--- config.mk ---
export PLATFORM = sky130hd
export DESIGN_NAME = refrigerant_valve_position_sequencer_top
export DESIGN_NICKNAME = d
export VERILOG_FILES = /design/src/rtl/rvps_pkg.sv /design/src/rtl/rvps_step.sv /design/src/rtl/refrigerant_valve_position_sequencer_top.sv
export SDC_FILE = /design/constraint.sdc
export NUM_CORES = 1
export LEC_CHECK = 0
export BUFFER_PORTS_ARGS = -buffer_cell sky130_fd_sc_hd__buf_2
export CAP_MARGIN = 20
export CORE_UTILIZATION = 50
export CTS_BUF_LIST = sky130_fd_sc_hd__clkbuf_4 sky130_fd_sc_hd__clkbuf_8 sky130_fd_sc_hd__clkbuf_16
export CTS_CLUSTER_DIAMETER = 50
export DETAILED_ROUTE_END_ITERATION = 6
export HOLD_SLACK_MARGIN = 0.08
export PLACE_DENSITY_LB_ADDON = 0.08
export SETUP_SLACK_MARGIN = 0.05
export SLEW_MARGIN = 20
export SYNTH_ARGS = -nofsm -noshare
export SYNTH_HDL_FRONTEND = slang
export SYNTH_SLANG_ARGS = --single-unit
export TNS_END_PERCENT = 1
--- constraint.sdc ---
create_clock -name clk -period 2.25 [get_ports clk]
set_input_delay 0.3375 -clock clk [delete_from_list [all_inputs] [get_ports clk]]
set_output_delay 0.3375 -clock clk [all_outputs]
set_load 0.02 [all_outputs]
--- src/rtl/rvps_pkg.sv ---
// Package for the refrigerant valve position sequencer: payload, configuration
// and state types, operation and register codes, phase codes and reset values.
// No dependencies.
`default_nettype none

package rvps_pkg;

  // Operation codes carried by an input transaction. Codes 5 to 7 act as none.
  localparam logic [2:0] OP_NONE = 3'd0;
  localparam logic [2:0] OP_HOME = 3'd1;
  localparam logic [2:0] OP_COLD = 3'd2;
  localparam logic [2:0] OP_ICE  = 3'd3;
  localparam logic [2:0] OP_HOT  = 3'd4;

  // Configuration register indexes.
  localparam logic [2:0] REG_POWER_ON_TICKS = 3'd0;
  localparam logic [2:0] REG_COLD_POSITION  = 3'd1;
  localparam logic [2:0] REG_ICE_POSITION   = 3'd2;
  localparam logic [2:0] REG_HOTGAS_POSITION = 3'd3;
  localparam logic [2:0] REG_HOME_OVERDRIVE = 3'd4;
  localparam logic [2:0] REG_PARK_POSITION  = 3'd5;

  // Pending-mode bit positions, in service priority order.
  localparam int unsigned MB_HOME = 0;
  localparam int unsigned MB_COLD = 1;
  localparam int unsigned MB_ICE  = 2;
  localparam int unsigned MB_HOT  = 3;

  // Valve status codes.
  localparam logic [1:0] ST_COLD = 2'd0;
  localparam logic [1:0] ST_ICE  = 2'd1;
  localparam logic [1:0] ST_HOT  = 2'd2;

  // Phase codes shared by the home and goto sequences.
  localparam logic [2:0] PH_START = 3'd0;
  localparam logic [2:0] PH_WAIT  = 3'd1;
  // Home sequence.
  localparam logic [2:0] PH_H_OVERDRIVE = 3'd2;
  localparam logic [2:0] PH_H_OD_WAIT   = 3'd3;
  localparam logic [2:0] PH_H_TO_COLD   = 3'd4;
  localparam logic [2:0] PH_H_COLD_WAIT = 3'd5;
  localparam logic [2:0] PH_H_DONE      = 3'd6;
  // Cold, ice and hot gas sequences.
  localparam logic [2:0] PH_G_CHECK     = 3'd2;
  localparam logic [2:0] PH_G_MOVE      = 3'd3;
  localparam logic [2:0] PH_G_MOVE_WAIT = 3'd4;
  localparam logic [2:0] PH_G_DONE      = 3'd5;

  // Reset values of the configuration registers.
  localparam logic [7:0]        RST_POWER_ON_TICKS = 8'd10;
  localparam logic signed [9:0] RST_COLD_POSITION  = 10'sd24;
  localparam logic signed [9:0] RST_ICE_POSITION   = 10'sd64;
  localparam logic signed [9:0] RST_HOTGAS_POSITION = 10'sd104;
  localparam logic signed [9:0] RST_HOME_OVERDRIVE = -10'sd15;
  localparam logic signed [9:0] RST_PARK_POSITION  = 10'sd200;

  typedef struct packed {
    logic [2:0] operation;
    logic       move_done;
  } rvps_in_t;

  typedef struct packed {
    logic signed [9:0] target_step;
    logic              target_write;
    logic              zero_position;
    logic [1:0]        valve_status;
    logic [3:0]        pending_modes;
  } rvps_out_t;

  typedef struct packed {
    logic [7:0]        power_on_ticks;
    logic signed [9:0] cold_position;
    logic signed [9:0] ice_position;
    logic signed [9:0] hotgas_position;
    logic signed [9:0] home_overdrive_position;
    logic signed [9:0] park_position;
  } rvps_cfg_t;

  typedef struct packed {
    logic [3:0]        mode_bits;
    logic [2:0]        home_phase;
    logic [2:0]        cold_phase;
    logic [2:0]        ice_phase;
    logic [2:0]        hot_phase;
    logic [7:0]        wait_cnt;
    logic signed [9:0] target;
    logic [1:0]        status;
  } rvps_state_t;

endpackage

`default_nettype wire

--- src/rtl/rvps_step.sv ---
// Next-state logic of the valve sequencer for one tick: command intake, then one
// phase of the highest-priority pending sequence. Depends on rvps_pkg.
`default_nettype none

module rvps_step
  import rvps_pkg::*;
(
  input  wire rvps_cfg_t   cfg_i,
  input  wire rvps_state_t st_i,
  input  wire rvps_in_t    in_i,
  output rvps_state_t st_o,
  output rvps_out_t   res_o
);

  rvps_state_t       s;
  logic              wr;
  logic              zr;
  logic [2:0]        g_phase;
  logic signed [9:0] g_goal;
  logic [1:0]        g_status;
  logic              g_fin;

  always_comb begin
    s        = st_i;
    wr       = 1'b0;
    zr       = 1'b0;
    g_phase  = PH_START;
    g_goal   = cfg_i.cold_position;
    g_status = ST_COLD;
    g_fin    = 1'b0;

    // Command intake. A cold, ice or hot gas request cancels the other two.
    case (in_i.operation)
      OP_HOME: begin
        s.mode_bits[MB_HOME] = 1'b1;
      end
      OP_COLD: begin
        s.mode_bits[MB_COLD] = 1'b1;
        s.mode_bits[MB_ICE]  = 1'b0;
        s.mode_bits[MB_HOT]  = 1'b0;
        s.ice_phase          = PH_START;
        s.hot_phase          = PH_START;
      end
      OP_ICE: begin
        s.mode_bits[MB_ICE]  = 1'b1;
        s.mode_bits[MB_COLD] = 1'b0;
        s.mode_bits[MB_HOT]  = 1'b0;
        s.cold_phase         = PH_START;
        s.hot_phase          = PH_START;
      end
      OP_HOT: begin
        s.mode_bits[MB_HOT]  = 1'b1;
        s.mode_bits[MB_COLD] = 1'b0;
        s.mode_bits[MB_ICE]  = 1'b0;
        s.cold_phase         = PH_START;
        s.ice_phase          = PH_START;
      end
      default: ;
    endcase

    // Pick the goto sequence that would run; one shared unit serves all three.
    if (s.mode_bits[MB_COLD]) begin
      g_phase  = s.cold_phase;
      g_goal   = cfg_i.cold_position;
      g_status = ST_COLD;
    end else if (s.mode_bits[MB_ICE]) begin
      g_phase  = s.ice_phase;
      g_goal   = cfg_i.ice_position;
      g_status = ST_ICE;
    end else begin
      g_phase  = s.hot_phase;
      g_goal   = cfg_i.hotgas_position;
      g_status = ST_HOT;
    end

    if (s.mode_bits[MB_HOME]) begin
      unique case (s.home_phase)
        PH_START: begin
          s.wait_cnt   = cfg_i.power_on_ticks;
          s.home_phase = PH_WAIT;
        end
        PH_WAIT: begin
          if (s.wait_cnt != 8'd0) begin
            s.wait_cnt = s.wait_cnt - 8'd1;
          end else begin
            s.home_phase = PH_H_OVERDRIVE;
          end
        end
        PH_H_OVERDRIVE: begin
          s.target     = cfg_i.home_overdrive_position;
          wr           = 1'b1;
          s.home_phase = PH_H_OD_WAIT;
        end
        PH_H_OD_WAIT: begin
          if (in_i.move_done) begin
            s.target     = '0;
            zr           = 1'b1;
            s.home_phase = PH_H_TO_COLD;
          end
        end
        PH_H_TO_COLD: begin
          s.target     = cfg_i.cold_position;
          wr           = 1'b1;
          s.home_phase = PH_H_COLD_WAIT;
        end
        PH_H_COLD_WAIT: begin
          if (in_i.move_done) begin
            s.home_phase = PH_H_DONE;
          end
        end
        PH_H_DONE: begin
          s.mode_bits[MB_HOME] = 1'b0;
          s.home_phase         = PH_START;
          s.status             = ST_COLD;
        end
        default: begin
          s.home_phase = PH_START;
        end
      endcase
    end else if (s.mode_bits[MB_COLD] || s.mode_bits[MB_ICE] || s.mode_bits[MB_HOT]) begin
      unique case (g_phase)
        PH_START: begin
          s.wait_cnt = cfg_i.power_on_ticks;
          g_phase    = PH_WAIT;
        end
        PH_WAIT: begin
          if (s.wait_cnt != 8'd0) begin
            s.wait_cnt = s.wait_cnt - 8'd1;
          end else begin
            g_phase = PH_G_CHECK;
          end
        end
        PH_G_CHECK: begin
          g_phase = (s.target == g_goal) ? PH_G_MOVE_WAIT : PH_G_MOVE;
        end
        PH_G_MOVE: begin
          s.target = g_goal;
          wr       = 1'b1;
          g_phase  = PH_G_MOVE_WAIT;
        end
        PH_G_MOVE_WAIT: begin
          if (in_i.move_done) begin
            g_phase = PH_G_DONE;
          end
        end
        PH_G_DONE: begin
          g_fin    = 1'b1;
          g_phase  = PH_START;
          s.status = g_status;
        end
        default: begin
          g_phase = PH_START;
        end
      endcase

      // Write the shared unit's phase back to the sequence it served.
      if (s.mode_bits[MB_COLD]) begin
        s.cold_phase         = g_phase;
        s.mode_bits[MB_COLD] = ~g_fin;
      end else if (s.mode_bits[MB_ICE]) begin
        s.ice_phase         = g_phase;
        s.mode_bits[MB_ICE] = ~g_fin;
      end else begin
        s.hot_phase         = g_phase;
        s.mode_bits[MB_HOT] = ~g_fin;
      end
    end
  end

  assign st_o                = s;
  assign res_o.target_step   = s.target;
  assign res_o.target_write  = wr;
  assign res_o.zero_position = zr;
  assign res_o.valve_status  = s.status;
  assign res_o.pending_modes = s.mode_bits;

endmodule

`default_nettype wire

--- src/rtl/refrigerant_valve_position_sequencer_top.sv ---
// Top level of the refrigerant valve position sequencer: configuration registers,
// sequencer state, result register and handshakes. Depends on rvps_pkg, rvps_step.
`default_nettype none

// Channel  Direction  Handshake              Payload
// in_      input      in_valid / in_ready    rvps_in_t  (operation, move_done)
// out_     output     out_valid / out_ready  rvps_out_t (target, flags, status, pending)
// cfg_     input      cfg_we                 cfg_index selects, cfg_wdata carries value
//
// Each input transaction is one 100 ms tick and yields exactly one output
// transaction in the next cycle; a new tick is taken every cycle unless the output stalls.
// The whole step is one combinational pass from the state registers to the result register.
// in_ready is low only while a result waits and out_ready is low, so a stalled
// output holds the input back without losing or repeating anything.
// Reset (rst_n low, synchronous) restores the register defaults, clears all
// pending modes and phases, parks the target and reports the ice status.

module refrigerant_valve_position_sequencer_top
  import rvps_pkg::*;
(
  input  wire logic      clk,
  input  wire logic      rst_n,
  input  wire logic      in_valid,
  output logic           in_ready,
  input  wire rvps_in_t  in_data,
  output logic           out_valid,
  input  wire logic      out_ready,
  output rvps_out_t      out_data,
  input  wire logic      cfg_we,
  input  wire logic [2:0] cfg_index,
  input  wire logic [9:0] cfg_wdata
);

  rvps_cfg_t   cfg_r;
  rvps_state_t state_r;
  rvps_state_t state_nxt;
  rvps_out_t   res_nxt;
  rvps_out_t   out_r;
  logic        out_valid_r;
  logic        in_accept;

  // Configuration registers. Writes to unused indexes are dropped.
  always_ff @(posedge clk) begin
    if (!rst_n) begin
      cfg_r.power_on_ticks          <= RST_POWER_ON_TICKS;
      cfg_r.cold_position           <= RST_COLD_POSITION;
      cfg_r.ice_position            <= RST_ICE_POSITION;
      cfg_r.hotgas_position         <= RST_HOTGAS_POSITION;
      cfg_r.home_overdrive_position <= RST_HOME_OVERDRIVE;
      cfg_r.park_position           <= RST_PARK_POSITION;
    end else if (cfg_we) begin
      unique case (cfg_index)
        REG_POWER_ON_TICKS:  cfg_r.power_on_ticks          <= cfg_wdata[7:0];
        REG_COLD_POSITION:   cfg_r.cold_position           <= cfg_wdata;
        REG_ICE_POSITION:    cfg_r.ice_position            <= cfg_wdata;
        REG_HOTGAS_POSITION: cfg_r.hotgas_position         <= cfg_wdata;
        REG_HOME_OVERDRIVE:  cfg_r.home_overdrive_position <= cfg_wdata;
        REG_PARK_POSITION:   cfg_r.park_position           <= cfg_wdata;
        default: ;
      endcase
    end
  end

  // The output register frees up in the same cycle that its result is taken.
  assign in_ready  = !out_valid_r || out_ready;
  assign in_accept = in_valid && in_ready;

  rvps_step u_step (
    .cfg_i (cfg_r),
    .st_i  (state_r),
    .in_i  (in_data),
    .st_o  (state_nxt),
    .res_o (res_nxt)
  );

  // Sequencer state advances once per accepted tick. The wait counter and the
  // target take their reset values from the register defaults.
  always_ff @(posedge clk) begin
    if (!rst_n) begin
      state_r.mode_bits  <= '0;
      state_r.home_phase <= PH_START;
      state_r.cold_phase <= PH_START;
      state_r.ice_phase  <= PH_START;
      state_r.hot_phase  <= PH_START;
      state_r.wait_cnt   <= RST_POWER_ON_TICKS;
      state_r.target     <= RST_PARK_POSITION;
      state_r.status     <= ST_ICE;
    end else if (in_accept) begin
      state_r <= state_nxt;
    end
  end

  always_ff @(posedge clk) begin
    if (!rst_n) begin
      out_valid_r <= 1'b0;
    end else if (in_accept) begin
      out_valid_r <= 1'b1;
    end else if (out_ready) begin
      out_valid_r <= 1'b0;
    end
  end

  // Result payload needs no reset; it is qualified by out_valid.
  always_ff @(posedge clk) begin
    if (in_accept) begin
      out_r <= res_nxt;
    end
  end

  assign out_valid = out_valid_r;
  assign out_data  = out_r;

endmodule

`default_nettype wire

### After elaboration in Yosys (flattened, before gate mapping)

Index checks and enable logic that the tools add are counted.

| word-level totals | value |
|---|---|
| bits in registers | 103 |
| bits of input ports | 22 |
| output and inout port bits | 20 |
| word-level logic and storage cells | 121 |

| cells by class | value |
|---|---|
| add/sub/neg operators | 1 |
| equality and inequality tests | 24 |
| multiplexer cells | 52 |
| bitwise gates (word level) | 1 |
| reductions and logical operators | 24 |

Operator list:

| operator | count |
|---|---|
| 3-bit 2-to-1 mux | 16 |
| 10-bit 2-to-1 mux | 4 |
| 8-bit case mux with 2 select lines | 2 |
| 10-bit case mux with 3 select lines | 1 |
| 29-bit 2-to-1 mux | 1 |
| 3-bit by 2-bit equality test with 1-bit output (second input constant) | 8 |
| 3-bit equality test (second input constant) | 7 |
| 20-bit 2-to-1 mux | 1 |
| 3-bit case mux with 6 select lines | 1 |
| 1-bit 2-to-1 mux | 15 |
| 3-bit case mux with 5 select lines | 1 |
| 3-bit by 1-bit equality test with 1-bit output (second input constant) | 4 |
| 2-bit AND reduction | 6 |
| 10-bit equality test | 1 |
| 2-bit 2-to-1 mux | 5 |
| 3-bit zero test | 3 |
| 9-bit 2-to-1 mux | 1 |
| 3-bit case mux with 3 select lines | 1 |
| 8-bit 2-to-1 mux | 1 |
| 8-bit nonzero test | 1 |
| 2-bit OR reduction | 4 |
| 8-bit by 1-bit subtractor with 8-bit output (second input constant) | 1 |
| 6-bit 2-to-1 mux | 1 |
| 2-bit inequality test (second input constant) | 3 |
| 10 further kinds | 13 |

### Logic depth before layout (Yosys ltp)

Gate-level depths: netlist of run 1.

| logic depth | value |
|---|---|
| depth in word-level cells | 14 |
| depth in mapped cells | 10 |
| mapped depth without buffers | 8 |

### By module

From an unflattened synthesis of run 1, not the netlist that was laid out.

| unflattened totals | value |
|---|---|
| cell total of the unflattened synthesis | 741 |
| area total of the unflattened synthesis | 6,297.3 um2 |

By module, submodules not included:

| module | times used | cells each | area an instance (um2) | sequential area each (um2) |
|---|---|---|---|---|
| refrigerant_valve_position_sequencer_top | 1 | 388 | 3,983.8 | 2,442.3 |
| rvps_step | 1 | 353 | 2,313.5 | 0.0 |

### Worst setup path before layout of run 1

No wires, ideal clock.

| timing path | value |
|---|---|
| path type | flip-flop to flip-flop |
| start point | register out_valid_r, in the netlist out_valid |
| end point | register state_r[0] (netlist name) |
| setup time | 137 ps |
| data arrival time | 2,311 ps |
| slack | -198 ps |
| stages on the path, launching flop included | 10 |
| buffers on the path | 3 |
| clock period less this slack | 2,448 ps |
| cell sequence | dfxtp_1 > nand2b_1 > nand2_1 > clkbuf_1 > inv_1 > clkbuf_1 > clkbuf_1 > nand2_1 > a21oi_1 > o31ai_1 |

| between the ends | value |
|---|---|
| longest elaborated chain between the ends | 3 |

Ends and longest elaborated chain:

| element | RTL line | RTL |
|---|---|---|
| start: declaration | refrigerant_valve_position_sequencer_top.sv:39 | `logic out_valid_r;` |
| start signal: assignment | refrigerant_valve_position_sequencer_top.sv:95 | `out_valid_r <= 1'b0;` |
| start signal: assignment | refrigerant_valve_position_sequencer_top.sv:97 | `out_valid_r <= 1'b1;` |
| start signal: assignment | refrigerant_valve_position_sequencer_top.sv:99 | `out_valid_r <= 1'b0;` |
| 1-bit zero test | refrigerant_valve_position_sequencer_top.sv:65 | `assign in_ready = !out_valid_r \|\| out_ready;` |
| 1-bit logical OR | refrigerant_valve_position_sequencer_top.sv:65 |  |
| net in_ready | refrigerant_valve_position_sequencer_top.sv:24 | `output logic in_ready,` |
| 1-bit logical AND | refrigerant_valve_position_sequencer_top.sv:66 | `assign in_accept = in_valid && in_ready;` |
| net in_accept | refrigerant_valve_position_sequencer_top.sv:40 | `logic in_accept;` |
| end signal: assignment | refrigerant_valve_position_sequencer_top.sv:89 | `state_r <= state_nxt;` |
| end: declaration | refrigerant_valve_position_sequencer_top.sv:35 | `rvps_state_t state_r;` |

The timed path passes the listed nets, and every way through them passes these cells.
A chain may end at the register's enable or synchronous reset.

### Worst setup path after layout of run 1

| timing path | value |
|---|---|
| start point | input in_data[2] (netlist name) |
| end point | register state_r[23] (netlist name) |

| between the ends | value |
|---|---|
| longest elaborated chain between the ends | 11 |
| elaborated cells between the ends (all ways) | 32 |
| classes of those cells | 9 x eq/ne; 17 x mux; 6 x reduce/logical |

Ends and longest elaborated chain:

| element | RTL line | RTL |
|---|---|---|
| start: declaration | refrigerant_valve_position_sequencer_top.sv:25 | `input wire rvps_in_t in_data,` |
| 3-bit equality test / 3-bit by 2-bit equality test with 1-bit output (equally long branches) | rvps_step.sv:33 | `case (in_i.operation)` |
| 3-bit case mux with 3 select lines / 2-bit OR reduction (equally long branches) | - |  |
| 10-bit 2-to-1 mux / 3-bit 2-to-1 mux (equally long branches) | rvps_step.sv:66, rvps_step.sv:33 |  |
| 10-bit 2-to-1 mux / 3-bit 2-to-1 mux (equally long branches) | rvps_step.sv:62, rvps_step.sv:66 |  |
| 10-bit equality test / 3-bit 2-to-1 mux (equally long branches) | rvps_step.sv:134, rvps_step.sv:62 |  |
| 3-bit 2-to-1 mux, or another cell as far along | rvps_step.sv:134 | `g_phase = (s.target == g_goal) ? PH_G_MOVE_WAIT : PH_G_MOVE;` |
| 3-bit case mux with 5 select lines | rvps_step.sv:121 | `unique case (g_phase)` |
| 3-bit 2-to-1 mux | rvps_step.sv:160 | `end else if (s.mode_bits[MB_ICE]) begin` |
| 6-bit 2-to-1 mux | rvps_step.sv:157 | `if (s.mode_bits[MB_COLD]) begin` |
| 29-bit 2-to-1 mux | rvps_step.sv:120 | `end else if (s.mode_bits[MB_COLD] \|\| s.mode_bits[MB_ICE] \|\| s.mode_bits[MB_HOT]) begin` |
| 9-bit 2-to-1 mux (*) | rvps_step.sv:76 | `if (s.mode_bits[MB_HOME]) begin` |

Mark *: on every way between the ends. The rest lies on a longest branch, timed or not. The select of a mux whose other input is x is not followed.

==> impl_metrics.tcl, run 1 <==
set metrics [dict create \
    critical_path.max_fanout 14 \
    ctsLongestPathBuffers 2 \
    met1_global_route_usage 0.423 \
    seq_total_area_yosys 0.417 \
    drive_gt1_frac 0.242 \
    number_of_pins_with_negative_max_slew_slack_in_the_final_report 0 \
    timing.critical_path.arrival_ns 2.68 \
    cellLeakagePower_uw 0.00244 \
    syn_avg_cell_area_um2 8.22 \
    syn_nets 678 \
    die_height_um 106 \
    synthesis.yosys.warnings 0 \
    die_width_um 106 \
    post-route-drc-count 0 \
    die_ar_um2 11200 \
    globalRoute.busiestLayer "met2" \
    grt_use_total 0.311 \
    timing.max_cap.violations 0 \
    grt_setup_unrepaired "yes" \
    worst_slew_pin_slew_ns 0.668 \
    drt-wirelength-per-cell_um 18.9 \
    setup-tns-final_ns -0.820 \
    slew_headroom 0.553 \
    antenna_found_initial 0 \
    routed_wire_length_um 16700 \
    final_std_cells_w_o_fill 883 \
    hold_class "input port to flop" \
    number_of_clock_sinks 103 \
    grt_pass1_vias 4903 \
    post-place-cells 865 \
    hold_violations 0 \
    peakVddDrop_mv 0.661 \
    power_density_nw_per_um2 609 \
    cts.root.buffer_cell "clkbuf_8" \
    outcome "finished, violations left" \
    worstPathRequired_ns 2.54 \
    cts-htree-levels 3 \
    areaGrowthSynthToFinish_pct 21.3 \
    clock.fmax_mhz 418 \
    setup_viol 9 \
    worstPathCellList "clkbuf_4 -> nor2b_1 -> buf_4 -> o211ai_1 -> a31oi_1 -> xor2_1 -> nor4_2 -> buf_4 -> and4b_1 -> o21ai_1" \
    post_synth_num_cell_types 69 \
    grt_max_degree 44 \
    post_dp_cell_area_um2 6150 \
    cell_with_the_most_instances_on_the_worst_path "buf_4" \
    grt_overflow_total 0 \
    crit_share_post_route 1.06 \
    worstHoldPathCells 3 \
    dominantRegCellSynth "dfxtp_1" \
    postSynthRegisterBits 103 \
    syn-instance-count 654 \
    ant_diodes 0 \
    critical_path_class "input port to flop" \
    fp-row-count 37 \
    global_route.usage.met3 0.0754 \
    coreArea_um2 10400 \
    fin_nets 766 \
    final_common_cell "nand2_1" \
    final_critical_path_setup_slack_ns -0.141 \
    total_via_count_in_the_routed_design 5352 \
    critPathSlowestCell "o211ai_1" \
    finish.instance_area_um2 6520 \
    detail_route.iter0.violations 443 \
    violated_checks "negative setup slack" \
    ff2ff_path_depth 8 \
    antenna_violating_nets_post_route 0 \
    post_synth_instance_area_um2 5380 \
    wire_length_of_the_first_global_routing_pass_um 26500 \
    period_needed_ns 2.39 \
    io_pins 42 \
    fin_worst_skew_ns 0.0108 \
    synth_enable_flop_cells 18 \
    setup_crit_start_kind "input port" \
    vias_per_cell 6.06 \
    final_cell_mix "nand2_1 (141), dfxtp_1 (83), buf_4 (66), a21oi_1 (63), buf_2 (40)" \
    worst_setup_hold_path_clk_slew_ns 0.10 \
    grt.met2_usage 0.489 \
    cts_made_buffers 9 \
    clock_insertion_delay_worst_skew_ns 0.40 \
    drt_pass1_iterations 7 \
    initial_utilization 0.518 \
    gp_routability_congestion 0.944 \
    end_kind "flop" \
    place_ws_ns -0.548 \
    cts_tree "yes" \
    fin_hold_ws_ns 0.182 \
    numPortBuffers 41 \
    cpPeakStageDelay_ns 0.53 \
    detailed_place_hpwl_um 12300 \
    asyncSetResetFlopFracSynth 0 \
]
## what timing repair did
action / CTS / global route
resized for setup: 24 / 12
endpoints found under the setup margin: 27 / 42
pin swaps: 15 / 12
hold buffers: 0 / 0
setup buffers: 2 / 1
## routing by layer
layer  share of wire  wire length, µm  vias to the layer above
met2            0.46             7710                      211
li1                -                -                     2581
met3           0.075             1260                       23
met1            0.45             7440                     2537
met5               0                0                        -
met4           0.018              296                        0
## synth_stat cells (all sizes together), types with 11 or more instances
| cell type | n | area (µm²) |
|---|---|---|
| nor2 | 37 | 141 |
| dfxtp | 85 | 1700 |
| a221oi | 11 | 131 |
| o21ai | 29 | 145 |
| a21oi | 64 | 332 |
| nand3 | 32 | 160 |
| inv | 20 | 75.1 |
| a22oi | 19 | 143 |
| edfxtp | 18 | 541 |
| nand2 | 142 | 533 |
| clkbuf | 28 | 105 |
## critical path: cells and delay by family
family                    cells  cell delay [ns]
xor gates and xnor gates      1             0.19
buffers and inverters         3             0.56
AOI/OAI and AO/OA             3             0.83
and+or+nand+nor               3             0.75
## registers in the layout, indices dropped and copies added, names as in the netlist
register,count
out_data,18
state_r,36
out_valid,1
cfg_r,48
## area by class of cell
class,instances,area (µm²)
Clock buffer,11,156
Clock inverter,5,46.3
Fill cell,949,3850
Timing Repair Buffer,113,788
Sequential cell,103,2250
Tap cell,136,170
Multi-Input combinational cell,495,3040
Inverter,20,75.1
## power by group
part / leakage [µW] / total, µW / switching (µW) / internal, µW
combinational: 0.00147 / 779 / 470 / 309
sequential: 0.000862 / 2000 / 54.8 / 1940
clock: 0.000107 / 1200 / 691 / 504
total: 0.00244 / 3970 / 1220 / 2760
## through the flow
step                 util  power, µW
floorplan               -       2460
CTS                 0.624       3970
global route        0.629       4140
global placement    0.593       2740
detailed placement  0.593       2760
finish              0.629       3970
## logic make-up after synthesis
logic type      count (synthesis)  synth area share
fa+ha+maj                       2           0.00465
compound gates                215             0.287
buf+inv                        56            0.0424
xor+xnor                       11            0.0179
simple gates                  265             0.227
mux                             2           0.00396
flops                         103             0.417
## path summary, 6_finish.rpt
| path | slack [ns] | start | end |
|---|---|---|---|
| worst max-delay path | -0.14 | in_data[2] | state_r[23]$_SDFFE_PN0P_ |
| worst min-delay path | 0.18 | in_valid | out_valid$_SDFFE_PN0P_ |
| worst max register to register | -0.12 | state_r[33]$_SDFFE_PN0P_ | state_r[23]$_SDFFE_PN0P_ |
| worst min register to register | 0.46 | cfg_r[57]$_SDFFE_PN0P_ | cfg_r[57]$_SDFFE_PN0P_ |
(Power assumes the default switching activity.)
==> run 2: changes to the inputs <==
--- a/config.mk
+++ b/config.mk
@@ -7,7 +7,7 @@
 export LEC_CHECK = 0
 export BUFFER_PORTS_ARGS = -buffer_cell sky130_fd_sc_hd__buf_2
 export CAP_MARGIN = 20
-export CORE_UTILIZATION = 50
+export CORE_UTILIZATION = 54
 export CTS_BUF_LIST = sky130_fd_sc_hd__clkbuf_4 sky130_fd_sc_hd__clkbuf_8 sky130_fd_sc_hd__clkbuf_16
 export CTS_CLUSTER_DIAMETER = 50
 export DETAILED_ROUTE_END_ITERATION = 6
==> impl_metrics.tcl, run 2 (synthesis gave the netlist of run 1 again) <==
set metrics [dict create \
    outcome "finished, violations left" \
    violated_checks "negative setup slack" \
    io_pins 42 \
    final_critical_path_setup_slack_ns -0.0693 \
    grt_use_total 0.328 \
    cellLeakagePower_uw 0.00261 \
    critical_path_class "input port to flop" \
    drt-wirelength-per-cell_um 18.2 \
    grt_overflow_total 0 \
    routed_wire_length_um 16600 \
    clock.fmax_mhz 431 \
    fin_hold_ws_ns 0.215 \
    cts-htree-levels 3 \
    post_dp_cell_area_um2 6260 \
    number_of_pins_with_negative_max_slew_slack_in_the_final_report 0 \
    timing.critical_path.arrival_ns 2.58 \
    post-route-drc-count 0 \
    power_density_nw_per_um2 570 \
    finish.instance_area_um2 6880 \
    ant_diodes 0 \
    registers.top_by_ff_count "cfg_r" \
    slew_headroom 0.545 \
    end_kind "flop" \
    report.power.total_uw 3920 \
    setup_crit_start_kind "input port" \
    final_std_cells_w_o_fill 912 \
    critical_path.max_fanout 8 \
    peakVddDrop_mv 0.407 \
    cts_tree "yes" \
    period_needed_ns 2.32 \
    largest_register_ff_count 48 \
    fin_nets 798 \
    initial_utilization 0.553 \
    drt_pass1_iterations 6 \
    numPortBuffers 41 \
    total_via_count_in_the_routed_design 5580 \
    hold_fix_buffers_at_cts 0 \
    crit_share_post_route 1.03 \
    fp-row-count 36 \
    worst_setup_hold_path_clk_slew_ns 0.10 \
    coreArea_um2 9730 \
    antenna_violating_nets_post_route 0 \
    hold_class "input port to flop" \
    detailed_place_hpwl_um 12000 \
    antenna_found_initial 0 \
    cts_made_buffers 9 \
    post-place-cells 881 \
    final_common_cell "nand2_1" \
    setup_viol 14 \
    grt_pass1_vias 4937 \
    number_of_clock_sinks 103 \
    final_cell_mix "nand2_1 (140), buf_4 (94), dfxtp_1 (83), a21oi_1 (63), buf_2 (40)" \
    vias_per_cell 6.12 \
    fin_worst_skew_ns 0.0119 \
    drive_gt1_frac 0.293 \
    worst_slew_pin_slew_ns 0.679 \
    die_ar_um2 10400 \
    ctsLongestPathBuffers 2 \
    final_core_utilization 0.707 \
    die_height_um 102 \
    clock_insertion_delay_worst_skew_ns 0.37 \
    gp_routability_congestion 0.971 \
    detail_route.iter0.violations 399 \
    grt_max_degree 41 \
    worstPathRequired_ns 2.51 \
    hold_violations 0 \
    cts.root.buffer_cell "clkbuf_8" \
    die_width_um 102 \
    wire_length_of_the_first_global_routing_pass_um 25500 \
    grt_setup_unrepaired "yes" \
    areaGrowthSynthToFinish_pct 27.9 \
    timing.max_cap.violations 0 \
]
## run 2: cell types whose count changed in the layout (fill, tap and decap cells not counted), moves of 4 or more
cell / change
a221oi_2: +4
buf_4: +28
a221oi_1: -4
buf_6: +4
## run 2: worst paths after layout
check / start / to / slack, ns / cells after the start
setup / recovery: in_data[3] / state_r[23]$_SDFFE_PN0P_ / -0.07 / 12
hold / removal: in_valid / out_valid$_SDFFE_PN0P_ / 0.22 / 3
setup reg to reg: state_r[34]$_SDFFE_PN0P_ / state_r[23]$_SDFFE_PN0P_ / -0.06 / 9
hold reg to reg: cfg_r[20]$_SDFFE_PN0P_ / cfg_r[20]$_SDFFE_PN0P_ / 0.46 / 2
## run 2: metrics by stage
step	setup slack [ns]	setup TNS, ns
6_report	-0.0693	-0.311
5_1_grt	-0.183	-2.22
4_1_cts	-0.00285	-0.00285
3_5_place_dp	-0.567	-17.18
3_3_place_gp	-0.506	-15.27
2_1_floorplan	-0.144	-2.42
## run 2: what timing repair did
item,in CTS,in global routing
pin swaps,33,21
resized for setup,47,20
gates cloned,1,0
setup buffers,9,7
endpoints found under the setup margin,42,47
## run 2: layout make-up
cell class	count	area (µm²)
Clock buffer	10	131
Fill cell	810	2850
Sequential cell	103	2250
Timing Repair Buffer	144	1040
Multi-Input combinational cell	496	3180
Tap cell	133	166
Inverter	20	75.1
Clock inverter	6	41.3
## run 2: per-layer routing
| metal | track usage | vias up | wire length [µm] |
|---|---|---|---|
| met2 | 0.503 | 236 | 7670 |
| met5 | 0 | - | 0 |
| met4 | 0.161 | 0 | 521 |
| li1 | - | 2640 | - |
| met1 | 0.457 | 2662 | 7370 |
| met3 | 0.0373 | 42 | 1040 |
## run 2: power by group
part	internal [µW]	switching (µW)	total [µW]	leakage, µW
Sequential	1940	55.9	2000	0.000862
Clock	420	639	1060	0.0000908
Combinational	368	493	861	0.00166
Total	2730	1190	3920	0.00261
## run 2: critical path, cell delays in order
cell and delay, ns:
buf_2 0.14, buf_4 0.15, nor2b_1 0.18, buf_4 0.21, buf_4 0.15, o221ai_1 0.20, a31oi_4 0.27, xor2_1 0.10
nor4_2 0.33, buf_4 0.18, and4b_1 0.25, o21ai_1 0.08
